**src/design/adsn_pkg.sv**
```systemverilog
// Shared types and constants for the axis-aligned box distance / normal unit.
// Used by the top level, the pipelined square root and the pipelined divider.
package adsn_pkg;

	localparam int NAXES      = 3;
	localparam int CW         = 32;          // coordinate width, Q16.16
	localparam int NW         = 16;          // normal width, Q2.14
	localparam int NORM_SHIFT = 14;          // log2 of NORM_ONE
	localparam logic [NW-1:0] NORM_ONE = 16'd16384;
	localparam logic [4:0] NORM_MSB = 5'd20; // top bit of the largest scaled excess
	localparam int SC_W       = 21;          // scaled excess width

	// square root: 64-bit radicand, 32 digit steps, rounded 33-bit root
	localparam int SQ_IW = 64;
	localparam int SQ_H  = 32;

	// normal divider: 36-bit numerator, 22-bit length, 16 quotient bits
	localparam int DIV_NW = 36;
	localparam int DIV_DW = 22;
	localparam int DIV_QW = 16;

	typedef enum logic [2:0] {
		REG_MIN_X = 3'd0,
		REG_MIN_Y = 3'd1,
		REG_MIN_Z = 3'd2,
		REG_MAX_X = 3'd3,
		REG_MAX_Y = 3'd4,
		REG_MAX_Z = 3'd5
	} reg_idx_t;

	// per-item results that ride alongside the long arithmetic stages
	typedef struct packed {
		logic [NAXES-1:0][CW-1:0] surf;
		logic                     is_in;
		logic [CW-1:0]            dist_in;
		logic [NAXES-1:0]         ag;       // one-hot axis of largest gap
		logic [NAXES-1:0]         pos;      // p - max > min - p
		logic [NAXES-1:0]         ex_zero;
		logic                     sat;
	} ctx_t;

endpackage

```
**src/design/adsn_sqrt.sv**
```systemverilog
// Pipelined rounded integer square root, one root digit per stage, then a registered rounding step.
// Depends on adsn_pkg for widths.
module adsn_sqrt import adsn_pkg::*; (
	input  logic             clk,
	input  logic             en,
	input  logic [SQ_IW-1:0] rad,
	output logic [SQ_H:0]    root
);

	localparam int RW = SQ_H + 2;

	logic [RW-1:0]    rem_sn [1:SQ_H];
	logic [SQ_H-1:0]  rt_sn  [1:SQ_H];
	logic [SQ_IW-1:0] rd_sn  [1:SQ_H];
	logic [SQ_H:0]    root_s33;

	for (genvar k = 1; k <= SQ_H; k++) begin : g_step
		logic [RW-1:0]    rem_i;
		logic [SQ_H-1:0]  rt_i;
		logic [SQ_IW-1:0] rd_i;
		logic [RW-1:0]    t;
		logic [RW-1:0]    trial;

		if (k == 1) begin : g_first
			assign rem_i = '0;
			assign rt_i  = '0;
			assign rd_i  = rad;
		end else begin : g_next
			assign rem_i = rem_sn[k-1];
			assign rt_i  = rt_sn[k-1];
			assign rd_i  = rd_sn[k-1];
		end

		assign t     = {rem_i[RW-3:0], rd_i[SQ_IW-1 -: 2]};
		assign trial = {rt_i, 2'b01};

		always_ff @(posedge clk) begin
			if (en) begin
				if (t >= trial) begin
					rem_sn[k] <= t - trial;
					rt_sn[k]  <= {rt_i[SQ_H-2:0], 1'b1};
				end else begin
					rem_sn[k] <= t;
					rt_sn[k]  <= {rt_i[SQ_H-2:0], 1'b0};
				end
				rd_sn[k] <= {rd_i[SQ_IW-3:0], 2'b00};
			end
		end
	end

	// round to nearest: bump when remainder exceeds the root
	always_ff @(posedge clk) begin
		if (en) begin
			root_s33 <= {1'b0, rt_sn[SQ_H]}
				+ (SQ_H+1)'(rem_sn[SQ_H] > {2'b00, rt_sn[SQ_H]});
		end
	end

	assign root = root_s33;

endmodule

```
**config.mk**
```make
export PLATFORM = sky130hd
export DESIGN_NAME = adsn_sqrt
export DESIGN_NICKNAME = d
export VERILOG_FILES = /design/src/design/adsn_pkg.sv /design/src/design/adsn_sqrt.sv
export SDC_FILE = /design/constraint.sdc
export NUM_CORES = 2
export LEC_CHECK = 0
export BUFFER_PORTS_ARGS = -buffer_cell sky130_fd_sc_hd__clkbuf_2
export CAP_MARGIN = 20
export CORE_MARGIN = 2
export CORE_UTILIZATION = 45
export DETAILED_ROUTE_END_ITERATION = 8
export REMOVE_ABC_BUFFERS = 1
export SYNTH_ARGS = -nofsm -noshare
export SYNTH_HDL_FRONTEND = slang
export SYNTH_MEMORY_MAX_BITS = 65536
export SYNTH_SLANG_ARGS = --single-unit
```
**constraint.sdc**
```tcl
create_clock -name clk -period 4.49 [get_ports clk]
set_clock_uncertainty 0.05 [all_clocks]
set_input_delay 0.2245 -clock clk [delete_from_list [all_inputs] [get_ports clk]]
set_output_delay 0.2245 -clock clk [all_outputs]
set_load 0.03 [all_outputs]
```
==> metrics.csv <==
stage,metric,value,unit
job,Max Cap Viol,0,
outcome,status,"complete, no violations",
layout,fraction of layout cells with a size suffix above 1,7.82,%
timing,setup ws final,0.395,ns
placed_design,pre-CTS setup slack,-0.171,ns
synth,"Distinct cells, synth",87,
timing,minimum clock period,4.09,ns
placed_design,Detailed Place HPWL,189,mm
floorplan,die height,520,um
clock_tree,Bufs on Longest Clock Path,4,
route,DRT Wirelength,262,mm
critical_path,"Req. time, crit path",5.05,ns
clock_tree,CTS buffer count,285,
clock_tree,clk_lat worst skew,0.89,ns
synth,Synthesis Warnings,0,
timing,Setup-failing EPs final,0,
grt,first-pass GRT wire length,409,mm
layout,Multi-input gate area,40500,um^2
route,DR iter-0 viols,5719,
timing,final hold violations,0,
floorplan,Die ar.,271000,um^2
clock_tree,Clock Sinks,2532,
grt,vias in the first global route,72600,
route,via count,73800,
route,wire per inst,19.2,um
floorplan,Die Width,520,um
layout,FILL cells,22900,
layout,final net count,10600,
power_and_ir_drop,worst ir drop on vdd,0.350,mV
hold_path,hold path cells,2,
power_and_ir_drop,Lkg Pwr,0.0518,uW
placed_design,IO Port Bufs,98,
power_and_ir_drop,power per cell area,521,nW/um^2
synth,most frequent cell after synthesis,edfxtp_1,
synth,Synth area leaders,"edfxtp_1 63%, ha_1 6.2%, xnor2_1 3.1%",
clock_tree,Clock Pin Slew Worst Setup and Hold Paths,0.05,ns
floorplan,Starting Density,45.2,%
timing,hold_ws,0.0804,ns
layout,synthesis-to-layout area growth,13.1,%
route,vias per inst,5.41,
synth,Synth Flop Type,edfxtp_1,
clock_tree,CTS tree,yes,
critical_path,Critical Path Start Type,flop,
route,DRC violations left,0,
route,post-route ant nets,0,
critical_path,reg2reg path depth,10,
synth,Syn Std Cell Area,120000,um^2
clock_tree,Setup Buffers After CTS,0,
synth,"EDFF count, synth",2532,
synth,"flops & latches, synth",2532,
timing,Slew @ Worst Pin,1.07,ns
floorplan,Core Footprint,265000,um^2
placed_design,gp weighted congestion,0.877,
layout,Sequential cell area,76000,um^2
grt,Total GRT Usage,18.9,%
synth,Synth area leader,edfxtp_1,
grt,GR Overflow Total,0,
timing,fin crit share,91.2,%
synth,Post-synth top cells,"2532 x edfxtp_1, 738 x inv_1, 727 x nand2_1",
critical_path,Worst Setup End Kind,flop,
synth,sequential area share after synthesis,63.4,%
floorplan,Boundary Pins,99,
grt,initial antenna violation count,4,
hold_path,worst min path class,in -> reg,
synth,post-synth top area share,63.4,%
critical_path,Worst Path Arrival,4.65,ns
clock_tree,H-tree depth,5,
floorplan,Rows,189,
synth,Mapped Cells,9471,
clock_tree,Clock Tree Root,clkbuf_16,
critical_path,worst-path fanout max,27,
timing,Slew HR,28.8,%
synth,Mapped Avg Cell Area,12.7,um^2
route,DRT Pass-1 Iters,7,
timing,RSZ-0062 raised after global routing,false,
synth,Async SR Flop Fraction,0,%
timing,Fmax,244,MHz
timing,final max-slew violation count,0,
critical_path,WS Path Type,reg -> reg,
grt,largest net degree at the start of global routing,171,
-- flip-flops by register name, summed over array words and instances (netlist names) --
signal and flops:
rem_sn 979, root 33, rd_sn 992, rt_sn 528
-- per-stage QoR --
| stage | util, % | power, uW | setup TNS, ns | std cells | area [um^2] |
|---|---|---|---|---|---|
| detailed placement | 47.2 | 48000 | -0.180 | 13000 | 125000 |
| global route | 51.2 | 74400 | 0 | 13700 | 136000 |
| floorplan | - | 42800 | -43.69 | 9266 | 119000 |
| global placement | 47.2 | 47800 | -0.619 | 13000 | 125000 |
| finish | 51.2 | 70700 | 0 | 13700 | 136000 |
| CTS | 51.2 | 71500 | 0 | 13600 | 136000 |
-- kinds of logic after synthesis --
| group | Yosys count | synth area share [%] |
|---|---|---|
| DFF | 2532 | 63.4 |
| AOI/OAI and AO/OA | 1969 | 10.2 |
| adders and majority gates | 599 | 6.24 |
| buffers and inverters | 945 | 2.97 |
| muxes | 92 | 0.854 |
| xor gates and xnor gates | 823 | 6.01 |
| and+or+nand+nor | 2511 | 10.3 |
-- critical path, stage by stage (launching register included) --
cell and delay, ns:
edfxtp_1 0.40, ha_1 0.37, nor2b_1 0.17, o31a_1 0.28, o41ai_1 0.50, a21oi_1 0.18
o21ai_0 0.41, o21ai_0 0.36, a221oi_4 0.53, buf_12 0.23, mux2_2 0.35
-- timing repair --
action	CTS	global route
setup endpoints to repair	17	5
gates resized for setup	1	2
hold endpoints to repair	128	0
hold buffers	125	0
-- cells in the final DEF (no fill, tap or decap), types with 19 or more instances in the layout --
cell type | Yosys | layout
a31oi_1 | 61 | 60
mux2_2 | 79 | 79
and3_1 | 55 | 55
a21oi_1 | 492 | 491
nor3_1 | 246 | 245
o21a_1 | 115 | 115
edfxtp_1 | 2532 | 2532
nor2b_1 | 94 | 93
nand2b_1 | 109 | 109
ha_1 | 599 | 599
buf_4 | 0 | 97
clkinv_1 | 2 | 53
nor4_1 | 121 | 121
a211oi_1 | 58 | 58
a211o_1 | 19 | 19
a21o_1 | 268 | 268
or2_2 | 44 | 44
nor2_1 | 535 | 534
clkbuf_1 | 195 | 48
o21ai_0 | 602 | 601
inv_1 | 738 | 738
or3_1 | 111 | 111
nand2_1 | 727 | 727
clkbuf_16 | 0 | 288
o41ai_1 | 24 | 23
xor2_1 | 401 | 401
clkinv_2 | 0 | 49
clkbuf_2 | 0 | 97
or4_1 | 56 | 56
nand3_1 | 162 | 162
bufinv_16 | 0 | 29
xnor2_1 | 422 | 422
nand4_1 | 100 | 100
o21bai_1 | 57 | 57
dlygate4sd3_1 | 0 | 125
o31ai_1 | 47 | 47
and2_1 | 34 | 34
o211ai_1 | 31 | 31
a21boi_0 | 22 | 22
nor4b_1 | 30 | 30
-- layout make-up --
class	count	area share, %
clock buffers	336	5.44
clock inverters	177	1.36
well taps	3533	3.26
inverters	740	2.05
flip-flops and latches	2532	56.0
multi-input cells	5994	29.8
diodes	2	0.00369
repair buffers	337	2.08
-- power breakdown --
part	internal [uW]	switching, uW
registers	30100	2100
clock network	13500	9520
logic	6430	8980
-- worst paths after layout --
| kind | startpoint | to | slack (ns) |
|---|---|---|---|
| worst min-delay path | rad[6] | rd_sn[0][68]$_DFFE_PP_ | 0.08 |
| worst max-delay path | rem_sn[0][850]$_DFFE_PP_ | rem_sn[0][888]$_DFFE_PP_ | 0.40 |
| worst max register to register | rem_sn[0][850]$_DFFE_PP_ | rem_sn[0][888]$_DFFE_PP_ | 0.40 |
| worst min register to register | rd_sn[0][1360]$_DFFE_PP_ | rd_sn[0][1424]$_DFFE_PP_ | 0.34 |
-- metal layers --
metal | global-route usage [%] | vias up | routed length [um]
li1 | - | 36000 | -
met1 | 24.6 | 35700 | 114000
met2 | 33.1 | 1654 | 130000
met3 | 2.06 | 468 | 10200
met4 | 6.23 | 0 | 8180
met5 | 0 | - | 0
Power figures use the tool's default switching activity.
