## config.mk

```make
export PLATFORM = sky130hd
export DESIGN_NAME = adsn_div
export DESIGN_NICKNAME = d
export VERILOG_FILES = /design/src/design/adsn_pkg.sv /design/src/design/adsn_div.sv
export SDC_FILE = /design/constraint.sdc
export NUM_CORES = 2
export LEC_CHECK = 0
export ABC_AREA = 1
export BUFFER_PORTS_ARGS = -buffer_cell sky130_fd_sc_hd__buf_2
export CAP_MARGIN = 40
export CORE_MARGIN = 3
export CORE_UTILIZATION = 50
export CTS_CLUSTER_DIAMETER = 120
export DETAILED_ROUTE_END_ITERATION = 7
export PLACE_DENSITY = 0.62
export SYNTH_ARGS = -nofsm -noshare
export SYNTH_HDL_FRONTEND = slang
export SYNTH_SLANG_ARGS = --single-unit
```

## constraint.sdc

```tcl
create_clock -name clk -period 3.9 [get_ports clk]
set_input_delay 0.78 -clock clk [delete_from_list [all_inputs] [get_ports clk]]
set_output_delay 0.78 -clock clk [all_outputs]
set_load 0.03 [all_outputs]
```

## src/design/adsn_pkg.sv

```systemverilog
// Shared types and constants for the axis-aligned box distance / normal unit.
// Used by the top level, the pipelined square root and the pipelined divider.
package adsn_pkg;

	localparam int NAXES      = 3;
	localparam int CW         = 32;          // coordinate width, Q16.16
	localparam int NW         = 16;          // normal width, Q2.14
	localparam int NORM_SHIFT = 14;          // log2 of NORM_ONE
	localparam logic [NW-1:0] NORM_ONE = 16'd16384;
	localparam logic [4:0] NORM_MSB = 5'd20; // top bit of the largest scaled excess
	localparam int SC_W       = 21;          // scaled excess width

	// square root: 64-bit radicand, 32 digit steps, rounded 33-bit root
	localparam int SQ_IW = 64;
	localparam int SQ_H  = 32;

	// normal divider: 36-bit numerator, 22-bit length, 16 quotient bits
	localparam int DIV_NW = 36;
	localparam int DIV_DW = 22;
	localparam int DIV_QW = 16;

	typedef enum logic [2:0] {
		REG_MIN_X = 3'd0,
		REG_MIN_Y = 3'd1,
		REG_MIN_Z = 3'd2,
		REG_MAX_X = 3'd3,
		REG_MAX_Y = 3'd4,
		REG_MAX_Z = 3'd5
	} reg_idx_t;

	// per-item results that ride alongside the long arithmetic stages
	typedef struct packed {
		logic [NAXES-1:0][CW-1:0] surf;
		logic                     is_in;
		logic [CW-1:0]            dist_in;
		logic [NAXES-1:0]         ag;       // one-hot axis of largest gap
		logic [NAXES-1:0]         pos;      // p - max > min - p
		logic [NAXES-1:0]         ex_zero;
		logic                     sat;
	} ctx_t;

endpackage

```

## src/design/adsn_div.sv

```systemverilog
// Pipelined restoring divider, one quotient bit per stage.
// Depends on adsn_pkg; expects num[DIV_NW-1:DIV_QW] < den.
module adsn_div import adsn_pkg::*; (
	input  logic              clk,
	input  logic              en,
	input  logic [DIV_NW-1:0] num,
	input  logic [DIV_DW-1:0] den,
	output logic [DIV_QW-1:0] quo
);

	logic [DIV_DW-1:0] rem_sn [1:DIV_QW];
	logic [DIV_QW-1:0] nl_sn  [1:DIV_QW];
	logic [DIV_DW-1:0] dn_sn  [1:DIV_QW];
	logic [DIV_QW-1:0] q_sn   [1:DIV_QW];

	for (genvar k = 1; k <= DIV_QW; k++) begin : g_step
		logic [DIV_DW-1:0] rem_i;
		logic [DIV_QW-1:0] nl_i;
		logic [DIV_DW-1:0] dn_i;
		logic [DIV_QW-1:0] q_i;
		logic [DIV_DW:0]   t;
		logic [DIV_DW:0]   d;

		if (k == 1) begin : g_first
			assign rem_i = DIV_DW'(num[DIV_NW-1:DIV_QW]);
			assign nl_i  = num[DIV_QW-1:0];
			assign dn_i  = den;
			assign q_i   = '0;
		end else begin : g_next
			assign rem_i = rem_sn[k-1];
			assign nl_i  = nl_sn[k-1];
			assign dn_i  = dn_sn[k-1];
			assign q_i   = q_sn[k-1];
		end

		assign t = {rem_i, nl_i[DIV_QW-1]};
		assign d = {1'b0, dn_i};

		always_ff @(posedge clk) begin
			if (en) begin
				if (t >= d) begin
					rem_sn[k] <= DIV_DW'(t - d);
					q_sn[k]   <= {q_i[DIV_QW-2:0], 1'b1};
				end else begin
					rem_sn[k] <= t[DIV_DW-1:0];
					q_sn[k]   <= {q_i[DIV_QW-2:0], 1'b0};
				end
				nl_sn[k] <= {nl_i[DIV_QW-2:0], 1'b0};
				dn_sn[k] <= dn_i;
			end
		end
	end

	assign quo = q_sn[DIV_QW];

endmodule
```

==> run_summary.xml <==
<?xml version="1.0" encoding="UTF-8"?>
<metrics>
  <group name="outcome">
    <metric name="outcome" unit="">finished, final reports clean</metric>
  </group>
  <group name="placed_design">
    <metric name="dpl-instance-area" unit="um^2">58480</metric>
    <metric name="post-place-ws" unit="ns">0.8574</metric>
    <metric name="place_congestion" unit="">0.9554</metric>
    <metric name="hpwl" unit="mm">119.1</metric>
    <metric name="io_buffers" unit="">75</metric>
  </group>
  <group name="route">
    <metric name="dr_total_vias" unit="">44120</metric>
    <metric name="met1Wirelength" unit="mm">73.23</metric>
    <metric name="firstDrtPassIters" unit="">6</metric>
    <metric name="wl_met2" unit="mm">65.01</metric>
    <metric name="wl_per_cell" unit="um">17.37</metric>
    <metric name="routed.top_layer" unit="">met4</metric>
    <metric name="post_drt_via_cell_ratio" unit="">5.067</metric>
    <metric name="route.met3.wl" unit="mm">9.338</metric>
    <metric name="drc" unit="">0</metric>
    <metric name="total_wirelength_of_the_detailed_routed_design" unit="mm">151.2</metric>
    <metric name="postRouteAntennaNets" unit="">0</metric>
    <metric name="drt_first_iter_violations" unit="">4039</metric>
  </group>
  <group name="critical_path">
    <metric name="cp.required" unit="ns">4.32</metric>
    <metric name="critical_path.max_fanout" unit="">26</metric>
    <metric name="r2r_slack" unit="ns">1.0</metric>
    <metric name="worstSetupPathType" unit="">reg2reg</metric>
    <metric name="timing.critical_path.to_type" unit="">register</metric>
    <metric name="cpPeakStageDelay" unit="ns">0.44</metric>
    <metric name="r2r-end" unit="">rem_sn[0][60]</metric>
    <metric name="cpMostUsedCell" unit="">sky130_fd_sc_hd__nand2_1</metric>
    <metric name="critical_path.slowest_cell" unit="">sky130_fd_sc_hd__edfxtp_1</metric>
    <metric name="reg_to_reg_startpoint" unit="">rem_sn[0][24]</metric>
    <metric name="worst_setup_path_startpoint" unit="">rem_sn[0][24]</metric>
    <metric name="worstRegToRegCells" unit="">12</metric>
    <metric name="crit_chain" unit="">ha_1, nand2_1, nor2_2, nand3_1, nand2_1, nand2_1, nand2_1, nand2_1, nand2_4, inv_4, nand2_1, nand2_1</metric>
    <metric name="cp-start-kind" unit="">register</metric>
    <metric name="crit_arrival" unit="ns">3.32</metric>
  </group>
  <group name="grt">
    <metric name="first_global_vias" unit="">40810</metric>
    <metric name="grtUsageTotal" unit="">0.2568</metric>
    <metric name="globalRouteOverflowTotal" unit="">0</metric>
    <metric name="antenna_found_initial" unit="">2</metric>
    <metric name="grt_first_pass_wirelength" unit="mm">234.7</metric>
    <metric name="maximum_number_of_pins_on_one_net_before_global_route_repair" unit="">184</metric>
  </group>
  <group name="timing">
    <metric name="timing_worst_slew_pin_value" unit="ns">1.161</metric>
    <metric name="clock_skew" unit="ns">0.02634</metric>
    <metric name="report.final.slew_viol_count" unit="">0</metric>
    <metric name="hold_viol_final" unit="">0</metric>
    <metric name="holdWs" unit="ns">0.2569</metric>
    <metric name="timing.fmax" unit="MHz">344.7</metric>
    <metric name="setup_repair_after_global_routing_missed_its_margin" unit="">false</metric>
    <metric name="report.final.setup_viol" unit="">0</metric>
    <metric name="final_worst_path_cycle_share" unit="">0.7439</metric>
    <metric name="min_period" unit="ns">2.901</metric>
    <metric name="timing.setup.tns" unit="ns">0</metric>
    <metric name="max-slew-margin-rel" unit="">0.2260</metric>
    <metric name="final_worst_path_setup_slack" unit="ns">0.9987</metric>
  </group>
  <group name="power">
    <metric name="share_seq_of_total_power" unit="">0.351</metric>
    <metric name="clock_power_share" unit="">0.211</metric>
    <metric name="max-vdd-ir-drop" unit="mV">0.4100</metric>
    <metric name="net-switching-power" unit="uW">18330</metric>
    <metric name="p_int" unit="uW">25600</metric>
    <metric name="leakagePower" unit="uW">0.03031</metric>
    <metric name="swShare" unit="">0.4172</metric>
    <metric name="total_power" unit="uW">43930</metric>
    <metric name="combPwrFrac" unit="">0.438</metric>
    <metric name="power.density" unit="nW/um^2">712.3</metric>
  </group>
  <group name="clock_tree">
    <metric name="latest_clock_arrival_within_the_worst_skew_pair" unit="ns">0.69</metric>
    <metric name="cts_hold_buffers" unit="">0</metric>
    <metric name="cts_tree" unit="">built</metric>
    <metric name="cts-buffers-inserted" unit="">101</metric>
    <metric name="cts.reportedPaths.clkPinSlew" unit="ns">0.06</metric>
    <metric name="cts_htree_levels" unit="">3</metric>
    <metric name="clock_sink_count" unit="">916</metric>
    <metric name="post-cts-setup-buffer-count" unit="">0</metric>
    <metric name="post_cts_resized" unit="">0</metric>
    <metric name="cts_root_buf" unit="">sky130_fd_sc_hd__clkbuf_16</metric>
    <metric name="max-clock-path-buffers" unit="">3</metric>
  </group>
  <group name="flow_run">
    <metric name="cap_viol_max_count" unit="">0</metric>
  </group>
  <group name="yosys">
    <metric name="yosys_warnings" unit="">0</metric>
    <metric name="post_synth_instance_area" unit="um^2">56780</metric>
    <metric name="synth_sequential_area_ratio" unit="">0.4844</metric>
    <metric name="syn-num-nets" unit="">7451</metric>
    <metric name="post_synth.cell_area_avg" unit="um^2">8.083</metric>
    <metric name="synth_flop_cell" unit="">sky130_fd_sc_hd__edfxtp_1</metric>
    <metric name="postSynth.asyncResetShare" unit="">0</metric>
    <metric name="number_of_enable_type_register_cells_in_the_synthesized_netlist" unit="">916</metric>
    <metric name="ys_seq_elements" unit="">916</metric>
    <metric name="synth.lib_cells_used.distinct" unit="">37</metric>
    <metric name="syn_inst" unit="">7025</metric>
  </group>
  <group name="floorplan">
    <metric name="die_area" unit="um^2">117600</metric>
    <metric name="fp.coreArea" unit="um^2">111700</metric>
    <metric name="core.rowCount" unit="">122</metric>
    <metric name="dieHeight" unit="um">343.0</metric>
    <metric name="initial_core_util" unit="">0.5082</metric>
    <metric name="die_x" unit="um">343.0</metric>
    <metric name="io-pin-count" unit="">76</metric>
  </group>
  <group name="hold_path">
    <metric name="min-delay-path-class" unit="">in2reg</metric>
    <metric name="holdPathStages" unit="">1</metric>
    <metric name="hold_path.startpoint" unit="">num[14]</metric>
    <metric name="whs_endpoint" unit="">nl_sn[0][29]</metric>
  </group>
  <group name="finish">
    <metric name="fin_area" unit="um^2">61680</metric>
    <metric name="multi_input_area" unit="um^2">23550</metric>
    <metric name="diodes" unit="">0</metric>
    <metric name="area.growth.synth_to_final" unit="%">8.625</metric>
    <metric name="drive_above_1_share" unit="">0.04433</metric>
    <metric name="design.final.nets" unit="">7561</metric>
    <metric name="filler_instances" unit="">10620</metric>
    <metric name="ff_latch_area" unit="um^2">27510</metric>
  </group>
</metrics>
==> area by class of cell <==
cell class                      instances  area share
Sequential cell                       916      0.4460
Clock buffer                          122     0.04226
Tap cell                             1488     0.03019
Multi-Input combinational cell       4691      0.3819
Inverter                             1336     0.08143
Timing Repair Buffer                   89    0.008764
Clock inverter                         65    0.009534
==> state kept, by name (all words and copies together), names as in the netlist <==
| signal | flops |
|---|---|
| q_sn | 136 |
| rem_sn | 330 |
| dn_sn | 330 |
| nl_sn | 120 |
==> placed cells by master, fill, tap and decap left out, drive strengths merged <==
cell	synthesis	final
nand3b	99	99
nand3	410	410
clkinvlp	0	11
nand4	57	57
nor3	71	71
fa	15	15
clkbuf	11	122
bufinv	0	7
a21oi	205	205
nor4	4	4
clkinv	0	43
buf	65	89
or2	13	13
o21ai	50	50
nand2	2732	2732
o21a	9	9
inv	1336	1340
o211ai	2	2
and2	21	21
and3	1	1
o21bai	29	29
ha	351	351
nor2	473	473
edfxtp	916	916
xnor2	32	32
xor2	117	117
==> stage by stage <==
step,instances,util
2_1_floorplan,7025,-
6_report,8707,0.5520
5_1_grt,8707,0.5520
3_5_place_dp,8520,0.5234
3_3_place_gp,8520,0.5234
4_1_cts,8707,0.5520
==> how the worst max path moves through the flow <==
stage	to	slack, ns	cells after the start
detailed placement	rem_sn[0][328]	0.86	10
global placement	rem_sn[0][240]	0.92	10
global route	rem_sn[0][310]	0.77	12
finish	rem_sn[0][60]	1.0	12
floorplan	rem_sn[0][41]	1.30	11
CTS	rem_sn[0][311]	1.03	13
==> power groups by stage <==
stage	logic (uW)	clock network [uW]	registers, uW
6_report	19200	9270	15400
5_1_grt	22000	9890	15600
4_1_cts	19000	9540	15500
3_5_place_dp	18900	0	15600
3_3_place_gp	18700	0	15700
2_1_floorplan	14600	0	14700
==> cell families after synthesis <==
family	synth area share
adder cells (fa/ha/maj)	0.08263
AND/OR/NAND/NOR	0.2814
XOR/XNOR	0.02298
buffers and inverters	0.1008
flip-flops	0.4844
AO/OA/AOI/OAI	0.02776
==> worst max-delay path, delay by kind of cell (launching register included) <==
| family | cells | cell delay, ns |
|---|---|---|
| fa+ha+maj | 1 | 0.44 |
| buf+inv | 1 | 0.20 |
| flops | 1 | 0.44 |
| simple gates | 10 | 1.52 |
==> Yosys cell counts, types with 11 or more instances <==
library cell,instances,area share
sky130_fd_sc_hd__nor2_1,455,0.030
sky130_fd_sc_hd__buf_4,21,0.0028
sky130_fd_sc_hd__xnor2_1,32,0.0049
sky130_fd_sc_hd__and2_1,21,0.0023
sky130_fd_sc_hd__a21oi_1,205,0.018
sky130_fd_sc_hd__nand3_1,410,0.036
sky130_fd_sc_hd__or2_2,11,0.0012
sky130_fd_sc_hd__buf_6,30,0.0059
sky130_fd_sc_hd__nor2_2,17,0.0019
sky130_fd_sc_hd__nand2_2,34,0.0037
sky130_fd_sc_hd__xor2_1,117,0.018
sky130_fd_sc_hd__buf_2,12,0.0011
sky130_fd_sc_hd__o21bai_1,29,0.0038
sky130_fd_sc_hd__ha_1,351,0.077
sky130_fd_sc_hd__edfxtp_1,916,0.48
sky130_fd_sc_hd__nand2_1,2691,0.18
sky130_fd_sc_hd__inv_2,11,0.00073
sky130_fd_sc_hd__o21ai_0,50,0.0044
sky130_fd_sc_hd__nand3b_1,99,0.013
sky130_fd_sc_hd__nor3_1,69,0.0061
sky130_fd_sc_hd__nand4_1,57,0.0063
sky130_fd_sc_hd__inv_1,1322,0.087
sky130_fd_sc_hd__fa_1,15,0.0053
==> metal layers <==
layer  GRT usage  vias to the layer above
li1            -                    22450
met1      0.3907                    20230
met2      0.3902                     1243
met3     0.03178                      188
met4     0.06132                        0
met5           0                        -
No activity file was read; power rests on OpenSTA's default activity.
